$ cat config.mk
export PLATFORM = sky130hd
export DESIGN_NAME = eaac_core
export DESIGN_NICKNAME = d
export VERILOG_FILES = /design/src/eaac_pkg.sv /design/src/eaac_core.sv
export SDC_FILE = /design/constraint.sdc
export NUM_CORES = 1
export LEC_CHECK = 0
export ABC_AREA = 1
export ABC_CLOCK_PERIOD_IN_PS = 4500
export BUFFER_PORTS_ARGS = -buffer_cell sky130_fd_sc_hd__buf_2
export CORE_MARGIN = 5
export CORE_UTILIZATION = 39
export DETAILED_ROUTE_END_ITERATION = 6
export PLACE_DENSITY_LB_ADDON = 0.08
export SLEW_MARGIN = 15
export SYNTH_ARGS = -nofsm -noshare
export SYNTH_HDL_FRONTEND = slang
export SYNTH_SLANG_ARGS = --single-unit
$ cat constraint.sdc
create_clock -name clk -period 4.5 [get_ports clk]
set_input_delay 0.9 -clock clk [delete_from_list [all_inputs] [get_ports clk]]
set_output_delay 0.9 -clock clk [all_outputs]
set_load 0.02 [all_outputs]
$ cat src/eaac_pkg.sv
// Package for the extended-attribute area checker.
// Holds the length width, header constants and the byte item type.
// No dependencies.
package eaac_pkg;

  localparam int LENGTH_BITS  = 32;
  localparam int HEADER_BYTES = 7;
  localparam int MAX_PAD      = 8;

  typedef struct packed {
    logic [7:0] data_byte;
    logic       last_byte;
  } byte_item_t;

endpackage

$ cat src/eaac_core.sv
// Entry tracking and checks of the extended-attribute area checker.
// Holds offset, entry length and sticky error; uses eaac_pkg.
module eaac_core (
  input  logic                 clk,
  input  logic                 rst_n,
  input  logic                 item_valid,
  input  eaac_pkg::byte_item_t item,
  input  logic                 res_ready,
  output logic                 item_take,
  output logic                 res_load,
  output logic                 res_corrupt
);
  import eaac_pkg::*;

  logic [LENGTH_BITS-1:0] off_r, off_nxt;
  logic [31:0]            len_r, len_nxt;
  logic                   err_r, err_nxt;

  logic [LENGTH_BITS:0]   off_p1;
  logic [31:0]            full_len;
  logic [31:0]            name_end;
  logic                   fail;
  logic                   done;
  logic                   verdict;

  assign item_take   = item_valid && (!item.last_byte || res_ready);
  assign res_load    = item_take && item.last_byte;
  assign res_corrupt = verdict;

  assign off_p1   = {1'b0, off_r} + (LENGTH_BITS + 1)'(1);
  assign full_len = {item.data_byte, len_r[23:0]};
  assign name_end = {24'd0, item.data_byte} + 32'(HEADER_BYTES);

  always_comb begin
    off_nxt = off_r;
    len_nxt = len_r;
    fail    = err_r;
    done    = 1'b0;
    if (!err_r) begin
      if (off_r < LENGTH_BITS'(3)) begin
        len_nxt[8*off_r[1:0] +: 8] = item.data_byte;
      end else if (off_r == LENGTH_BITS'(3)) begin
        if (((full_len >> LENGTH_BITS) != 32'd0) || (full_len < 32'(HEADER_BYTES))) begin
          fail = 1'b1;
        end else begin
          len_nxt = full_len;
        end
      end else if (off_r == LENGTH_BITS'(5)) begin
        fail = (item.data_byte >= 8'(MAX_PAD));
      end else if (off_r == LENGTH_BITS'(6)) begin
        fail = (name_end > len_r);
      end
      done = !fail && (off_r >= LENGTH_BITS'(HEADER_BYTES - 1))
             && (32'(off_p1[LENGTH_BITS-1:0]) == len_r)
             && !off_p1[LENGTH_BITS];
      if (!fail) begin
        if (done) begin
          off_nxt = '0;
          len_nxt = '0;
        end else begin
          if (item.last_byte) begin
            fail = 1'b1;
          end
          off_nxt = off_p1[LENGTH_BITS-1:0];
        end
      end
    end
    verdict = fail;
    err_nxt = fail;
    if (item.last_byte) begin
      off_nxt = '0;
      len_nxt = '0;
      err_nxt = 1'b0;
    end
  end

  always_ff @(posedge clk) begin
    if (!rst_n) begin
      off_r <= '0;
      len_r <= '0;
      err_r <= 1'b0;
    end else if (item_take) begin
      off_r <= off_nxt;
      len_r <= len_nxt;
      err_r <= err_nxt;
    end
  end
endmodule

# Word level (Yosys, flattened, before mapping)

Cells that the tools add are included.

Add/sub/neg operators: 3
Multiply operators: 0
Div/mod/pow operators: 0
Magnitude comparators: 5
Equal/unequal tests: 6
Shifts and indexed selects: 2
Mux-type cells: 23
Bitwise gates (word level): 0
Reductions and logical operators: 11

Operators with widths:

| kind                      | count |
|---|---|
| $mux W32                  | 11 |
| $eq A32 B3 Y1 const B     | 2 |
| $neg A5 Y34               | 1 |
| $shift A8 B34 Y32 const A | 1 |
| $shiftx A8 B34 Y32        | 1 |
| $add A32 B1 Y33 const B   | 1 |
| $bwmux W32                | 1 |
| $eq A32 B2 Y1 const B     | 1 |
| $eq A32 B32 Y1            | 1 |
| $ge A32 B3 Y1 const B     | 1 |
| $gt A9 B32 Y1             | 1 |
| $lt A32 B2 Y1 const B     | 1 |
| $lt A32 B3 Y1 const B     | 1 |
| $mux W1                   | 11 |
| $add A8 B3 Y9 const B     | 1 |
| $ge A8 B4 Y1 const B      | 1 |
| $logic_and A1 B1 Y1       | 5 |
| $ne A2 B2 Y1 const B      | 2 |
| $logic_not A1 Y1          | 3 |
| $reduce_and A3 Y1         | 1 |
| $reduce_and A2 Y1         | 1 |
| $logic_or A1 B1 Y1        | 1 |

Register bits: 65
Bits in latches: 0
Memory bits (writable): 0
ROM bits: 0
Output and inout bits: 3
Logic and storage cells: 53
Memories kept: 0

# Longest topological paths before layout

Gate-level depths: netlist (run 1).

Depth in word-level cells: 15
Depth in mapped cells: 28
Mapped depth without buffers: 27

# Worst setup path after synthesis (run 1)

Ideal clock, no wire load.

Kind: input-to-output
Start: input item[1] (netlist bit)
End: output res_corrupt
Data arrival time: 3.179 ns
Data required time: 3.600 ns
Slack: 0.421 ns
Stages: 26
Buffers on the path: 1
Cell sequence: inv_1 -> ha_1 -> inv_1 -> nor2_1 -> inv_1 -> nand2_1 -> nor2_1 -> nand3_1 -> nand2_1 -> inv_1 -> ha_1 -> nand2_1 -> nor2_1 -> and2_1 -> nand2_1 -> nand3_1 -> nor2_1 -> nand2_1 -> nand2_1 -> nand2_1 -> nand2_1 -> nor2_1 -> nand3_2 -> buf_6 -> nand2_1 -> nand2_1

Cells in the longest elaborated chain, start to end: 14

RTL lines:

| what                | RTL line        | source |
|---|---|---|
| start: declaration  | eaac_core.sv:7  | `input eaac_pkg::byte_item_t item,` |
| $add A8 B3 Y9       | eaac_core.sv:32 | `assign name_end = {24'd0, item.data_byte} + 32'(HEADER_BYTES);` |
| $gt A9 B32 Y1       | eaac_core.sv:51 | `fail = (name_end > len_r);` |
| $mux W1             | eaac_core.sv:50 | `end else if (off_r == LENGTH_BITS'(6)) begin` |
| $mux W1             | eaac_core.sv:48 | `end else if (off_r == LENGTH_BITS'(5)) begin` |
| $mux W1 *           | eaac_core.sv:42 | `end else if (off_r == LENGTH_BITS'(3)) begin` |
| $mux W1 *           | eaac_core.sv:40 | `if (off_r < LENGTH_BITS'(3)) begin` |
| $mux W1 *           | eaac_core.sv:39 | `if (!err_r) begin` |
| $logic_not A1 Y1    | --              |  |
| $logic_and A1 B1 Y1 | eaac_core.sv:53 | `done = !fail && (off_r >= LENGTH_BITS'(HEADER_BYTES - 1))` |
| $logic_and A1 B1 Y1 | eaac_core.sv:54 | `&& (32'(off_p1[LENGTH_BITS-1:0]) == len_r)` |
| $logic_and A1 B1 Y1 | eaac_core.sv:55 | `&& !off_p1[LENGTH_BITS];` |
| $mux W1             | eaac_core.sv:57 | `if (done) begin` |
| $mux W1 *           | eaac_core.sv:56 | `if (!fail) begin` |
| $mux W1 *           | eaac_core.sv:39 |  |
| end: declaration    | eaac_core.sv:11 | `output logic res_corrupt` |

Every way passes the cells marked *; elsewhere a longest branch is shown, timed or not. The select of a mux whose other input is x is not followed.

# Worst setup path in the final report (run 1)

Start: input item[2] (netlist bit)
End: output res_corrupt

The elaborated chain is that of the path after synthesis.

==> metrics.txt, run 1 <==
status=finished, final reports clean; Reg power frac=0.377; crit path max fanout=4; TNS Setup=0 ps; Period Utilization, post-route=0.9498; Remaining Overflow, GRT=0; metal1 wirelength=10.14 mm; H-tree levels=3; via count=6623; # fillers=1754; DR vias/cell=5.256; largest net degree at the start of global routing=56; port bufs=15; NumNets Final=1097; switching share of power=0.3201; number of global-route vias before repair=5988; ranking of synthesized cells by area=dfxtp_1, nand2_1, nor2_1; core area=15200 um^2; hold_ws=482.3 ps; area leader, netlist=dfxtp_1; routed length per instance=16.30 um; Die ar.=18120 um^2; top-count cell post-synth=nand2_1; metal3 WL=1.018 mm; post-detail-place hpwl=15.86 mm; synthesized cell area=6056 um^2; Pwr Total=1.710 mW; Clock Latency Late Sink=350 ps; RD Place Congestion=0.9173; first-pass GRT wire length=32.36 mm; RSZ-0062 raised after global routing=false; IO Pins=16; die span in y=134.6 um; Setup CP Type=input pin to primary output; 1st-iter DRT viols=582; Async SR Flop Fraction=0; setup violators final=0; relative slew slack=0.2771; PD cells=261.9 nW/um^2; CP required=3600 ps; Clock Power Share=0.427; GRT Total Usage=0.2277; Int Pwr=1.163 mW; Rows=45; worst slew pin tran=1083 ps; Hold Buf Count CTS=0; initial antenna violation count=0; VDD IR max=174.7 uV; HP Class=flip-flop to flip-flop; flops & latches, synth=65; drt drc=0; Mapped Cells=1076; Pre-antenna DRT Iters=5; share of post-route cells with drive strength above 1=0.08209; Psw=0.5473 mW; DRT antenna net count=0; Synth top area share=0.2149; crit path DAT=3370 ps; final hold vios=0; Main synth FF type=dfxtp_1; Leak Pwr=2.774 nW; Final Max Tran Viols=0; Ys Warns=0; met2 routed wirelength=8.784 mm; syn_area_per_cell=5.628 um^2; Ant. Diodes=0; TritonCTS clock tree=yes; max layer used=met4; internal reg-to-reg setup slack=1480 ps; R2R depth=18; clk sink count=65; Crit. End Element=primary output; number of synthesized flops with an enable pin=0; Starting Density=0.3984; critical path startpoint category=input pin; worst hold path depth=2; min Tclk post-route=4274 ps; Die Wd=134.6 um; Syn Nets=1105; Gate power share=0.197; Clk pin slew, worst setup/hold paths=50 ps; Area growth, synth to finish=7.831%; WL final=20.54 mm; Cell variety after synth=39; clock buffer depth=2; part of the Yosys area used for sequential elements=0.2149; Commonest cells post-synth=nand2_1, nor2_1, inv_1; Max Cap Viol=0; Max Freq=234.0 MHz; Clock Skews=12.73 ps; clock root buffer master=clkbuf_16; Num CTS Buffers=9
==> layout make-up <==
type / instances / area (um^2) / share of cell area
Clock inverter: 3 / 40.04 / 0.006131
Timing Repair Buffer: 22 / 140.1 / 0.02146
Sequential cell: 65 / 1301 / 0.1993
Multi-Input combinational cell: 853 / 4118 / 0.6306
Tap cell: 188 / 235.2 / 0.03602
Inverter: 117 / 439.2 / 0.06725
Clock buffer: 12 / 256.5 / 0.03928
==> cells by family after synthesis <==
family / after synthesis / synth area share
AO/OA/AOI/OAI: 192 / 0.1723
XOR/XNOR: 9 / 0.01880
buffers and inverters: 158 / 0.1081
adder cells (fa/ha/maj): 16 / 0.03306
AND/OR/NAND/NOR: 636 / 0.4529
flip-flops: 65 / 0.2149
==> power groups by stage <==
stage | sequential, mW | clock, mW | combinational [mW]
6_report | 0.644 | 0.730 | 0.336
5_1_grt | 0.648 | 0.771 | 0.380
4_1_cts | 0.643 | 0.744 | 0.334
3_5_place_dp | 0.655 | 0 | 0.333
3_3_place_gp | 0.656 | 0 | 0.332
2_1_floorplan | 0.635 | 0 | 0.260
==> flip-flops by register name (all words and copies together) (netlist names) <==
signal  flops
len_r      32
err_r       1
off_r      32
==> stage by stage <==
step	cells	setup WS, ps	util	area (um^2)
floorplan	1076	421.1	-	6056
global placement	1245	240.4	0.4091	6218
detailed placement	1245	167.5	0.4091	6218
CTS	1260	154.1	0.4286	6515
global route	1260	3.598	0.4295	6530
finish	1260	225.7	0.4295	6530
==> worst paths after layout <==
path                   from     endpoint
hold reg to reg   len_r[18]    len_r[18]
setup / recovery    item[2]  res_corrupt
setup reg to reg   off_r[0]     len_r[6]
hold / removal    len_r[18]    len_r[18]
==> timing repair <==
item / CTS / global route
gates resized for setup: 0 / 6
buffers inserted: 0 / 0
setup endpoints to repair: 0 / 1
==> worst max-delay path: stages <==
cell and delay [ps]:
buf_2 140, inv_2 60, ha_1 170, inv_1 80, nor2_2 50, inv_1 80, nand2_2 80, nor2_4 110
nand3_1 90, nand2_1 80, inv_1 40, ha_1 260, nand2_1 60, nor2_1 110, and2_1 130, nand2_1 70
nand3_1 90, nor2_1 40, nand2_1 60, nand2_1 50, nand2_2 90, nand2_1 60, nor2_1 110, nand3_2 90
nand2_1 70, nand2_1 50, buf_2 150
==> layer usage <==
metal,global-route usage,up-vias
met2,0.3464,172
met5,0,-
li1,-,3471
met1,0.3274,2939
met3,0.03316,41
met4,0.08088,0
==> cell usage in the layout (no fill, tap or decap), types with 16 or more instances in the layout <==
cell type,instances
a21oi_1,106
nand4_1,16
nand2_1,319
ha_1,16
inv_1,113
o21ai_0,56
nand2_2,19
nand3_1,106
nor2_1,140
dfxtp_1,65
Power figures use the tool's default switching activity.
==> run 2, diff against run 1 <==
Settings changed: PLACE_DENSITY set to 0.61, PLACE_DENSITY_LB_ADDON 0.08 to unset, RECOVER_POWER set to 50, SLEW_MARGIN 15 to 5.
==> metrics.txt, run 2 (synthesis results as in run 1) <==
Pre-antenna DRT Iters=5 (unchanged); final setup margin=298.4 ps (+72.65 ps); Hold Buf Count CTS=0 (unchanged); core area=15200 um^2 (unchanged); internal reg-to-reg setup slack=1210 ps (-270 ps); clock root buffer master=clkbuf_16; min Tclk post-route=4202 ps (-72.65 ps); status=finished, violations left; relative slew slack=-0.1278 (-0.4050); setup violators final=0 (unchanged); die span in y=134.6 um (unchanged); clk sink count=65 (unchanged); worst slew pin tran=1692 ps (+608.6 ps); share of post-route cells with drive strength above 1=0.08194 (-0.0001529); Remaining Overflow, GRT=0 (unchanged); post-detail-place hpwl=15.27 mm (-3.7%); VDD IR max=173.2 uV (-0.84%); port bufs=15 (unchanged); most frequent cells in the layout=nand2_1, nor2_1, inv_1, nand3_1, a21oi_1; IO Pins=16 (unchanged); H-tree levels=3 (unchanged); routed length per instance=15.86 um (-2.7%); Die Wd=134.6 um (unchanged); Finished Layout Cells=1262 (+0.16%); TritonCTS clock tree=yes; Rows=45 (unchanged); Hold Path Sink=len_r[18]; DR vias/cell=5.461 (+3.9%); HP Class=flip-flop to flip-flop; Pwr Total=1.778 mW (+4.0%); Leak Pwr=2.766 nW (-0.30%); Max Cap Viol=1 (+1); reg2reg end=len_r[4]; 1st-iter DRT viols=653 (+12%); placed cell count=1246 (+0.080%); R2R depth=17 (-1); CP required=3600 ps (about the same); GRT Total Usage=0.2269 (-0.0007650); Ant. Diodes=0 (unchanged); design area=6546 um^2 (+0.25%); PD cells=271.5 nW/um^2 (+3.7%); Clk pin slew, worst setup/hold paths=60 ps (about the same); Setup CP Type=input pin to primary output; via count=6892 (+4.1%); dpl cell area=6226 um^2 (+0.12%); clock buffer depth=2 (unchanged); Post-CTS Setup Inserts=0 (unchanged); critical path startpoint category=input pin; failing checks=capacitance limit, slew limit; crit path DAT=3300 ps (-70 ps); dpl ws=160.4 ps (-7.119 ps); initial antenna violation count=0 (unchanged); hold_ws=487.6 ps (+5.320 ps); multi-input logic area=4099 um^2 (-0.46%); NumNets Final=1098 (+0.091%); Num CTS Buffers=9 (unchanged); RD Place Congestion=0.9810 (+6.9%); drt drc=0 (unchanged); Max Freq=238.0 MHz (+1.7%); DRT antenna net count=0 (unchanged); Starting Density=0.3984 (unchanged); Clock Skews=11.16 ps (-1.568 ps); Period Utilization, post-route=0.9337 (-0.01614); final hold vios=0 (unchanged); largest net degree at the start of global routing=65 (+16%); register area=1301 um^2 (unchanged); number of global-route vias before repair=6311 (+5.4%); # fillers=1697 (-3.2%); first-pass GRT wire length=32.81 mm (+1.4%); Final Max Tran Viols=34 (+34); Die ar.=18120 um^2 (unchanged); Clock Latency Late Sink=350 ps (about the same); FF-to-FF Start=off_r[1]; worst hold path depth=2 (unchanged); most common cell after layout, fill and taps aside=nand2_1; crit path max fanout=5 (+1); Crit. End Element=primary output; Top Registers=len_r x32, off_r x32, err_r x1; HP Start=len_r[18]; Area growth, synth to finish=8.099%; number of gates resized after cts=0 (unchanged); WL final=20.01 mm (-2.6%)
[run 2: worst max-delay path by stage]
stage	slack (ps)	from	end
2_1_floorplan	420	item[1]	res_corrupt
3_3_place_gp	220	item[1]	res_corrupt
3_5_place_dp	160	item[1]	res_corrupt
4_1_cts	150	item[1]	res_corrupt
5_1_grt	-20	item[1]	res_corrupt
6_report	300	item[1]	res_corrupt
[run 2: power by group]
part           switching [mW]  internal (mW)  total (mW)
registers              0.0441          0.599       0.643
clock network           0.297          0.502       0.799
logic                   0.226          0.110       0.335
total                   0.566           1.21        1.78
[run 2: layout make-up]
type	instances	area share
well taps	188	0.03593
inverters	117	0.06709
multi-input cells	853	0.6261
flip-flops and latches	65	0.1988
clock inverters	6	0.01376
repair buffers	23	0.02179
clock buffers	10	0.03651
[run 2: stage by stage]
step,TNS [ps],util
5_1_grt,-16.45,0.4306
3_5_place_dp,0,0.4095
6_report,0,0.4306
4_1_cts,0,0.4312
2_1_floorplan,0,-
3_3_place_gp,0,0.4095
[run 2: layer usage]
layer / GRT usage / part of all wire / up-vias
met5: 0 / 0 / -
met4: 0.08428 / 0.032 / 0
met3: 0.03800 / 0.062 / 47
met2: 0.3503 / 0.43 / 219
met1: 0.3182 / 0.48 / 3156
li1: - / - / 3470
[run 2: worst max-delay path, cell delays in order]
cell,delay (ps)
buf_4,130
inv_2,70
ha_1,140
inv_1,50
nor2_1,140
inv_1,90
nand2_2,80
nor2_2,40
nand2_1,50
nand2_1,40
nand2_1,50
inv_1,40
ha_1,260
nand2_1,80
nor2_2,120
and2_1,120
nand2_1,70
nand3_1,90
nor2_1,40
nand2_1,70
nand2_1,60
nand2_2,80
nand2_1,70
nor2_2,80
nand3_1,90
nand2_1,70
nand2_1,40
buf_2,150
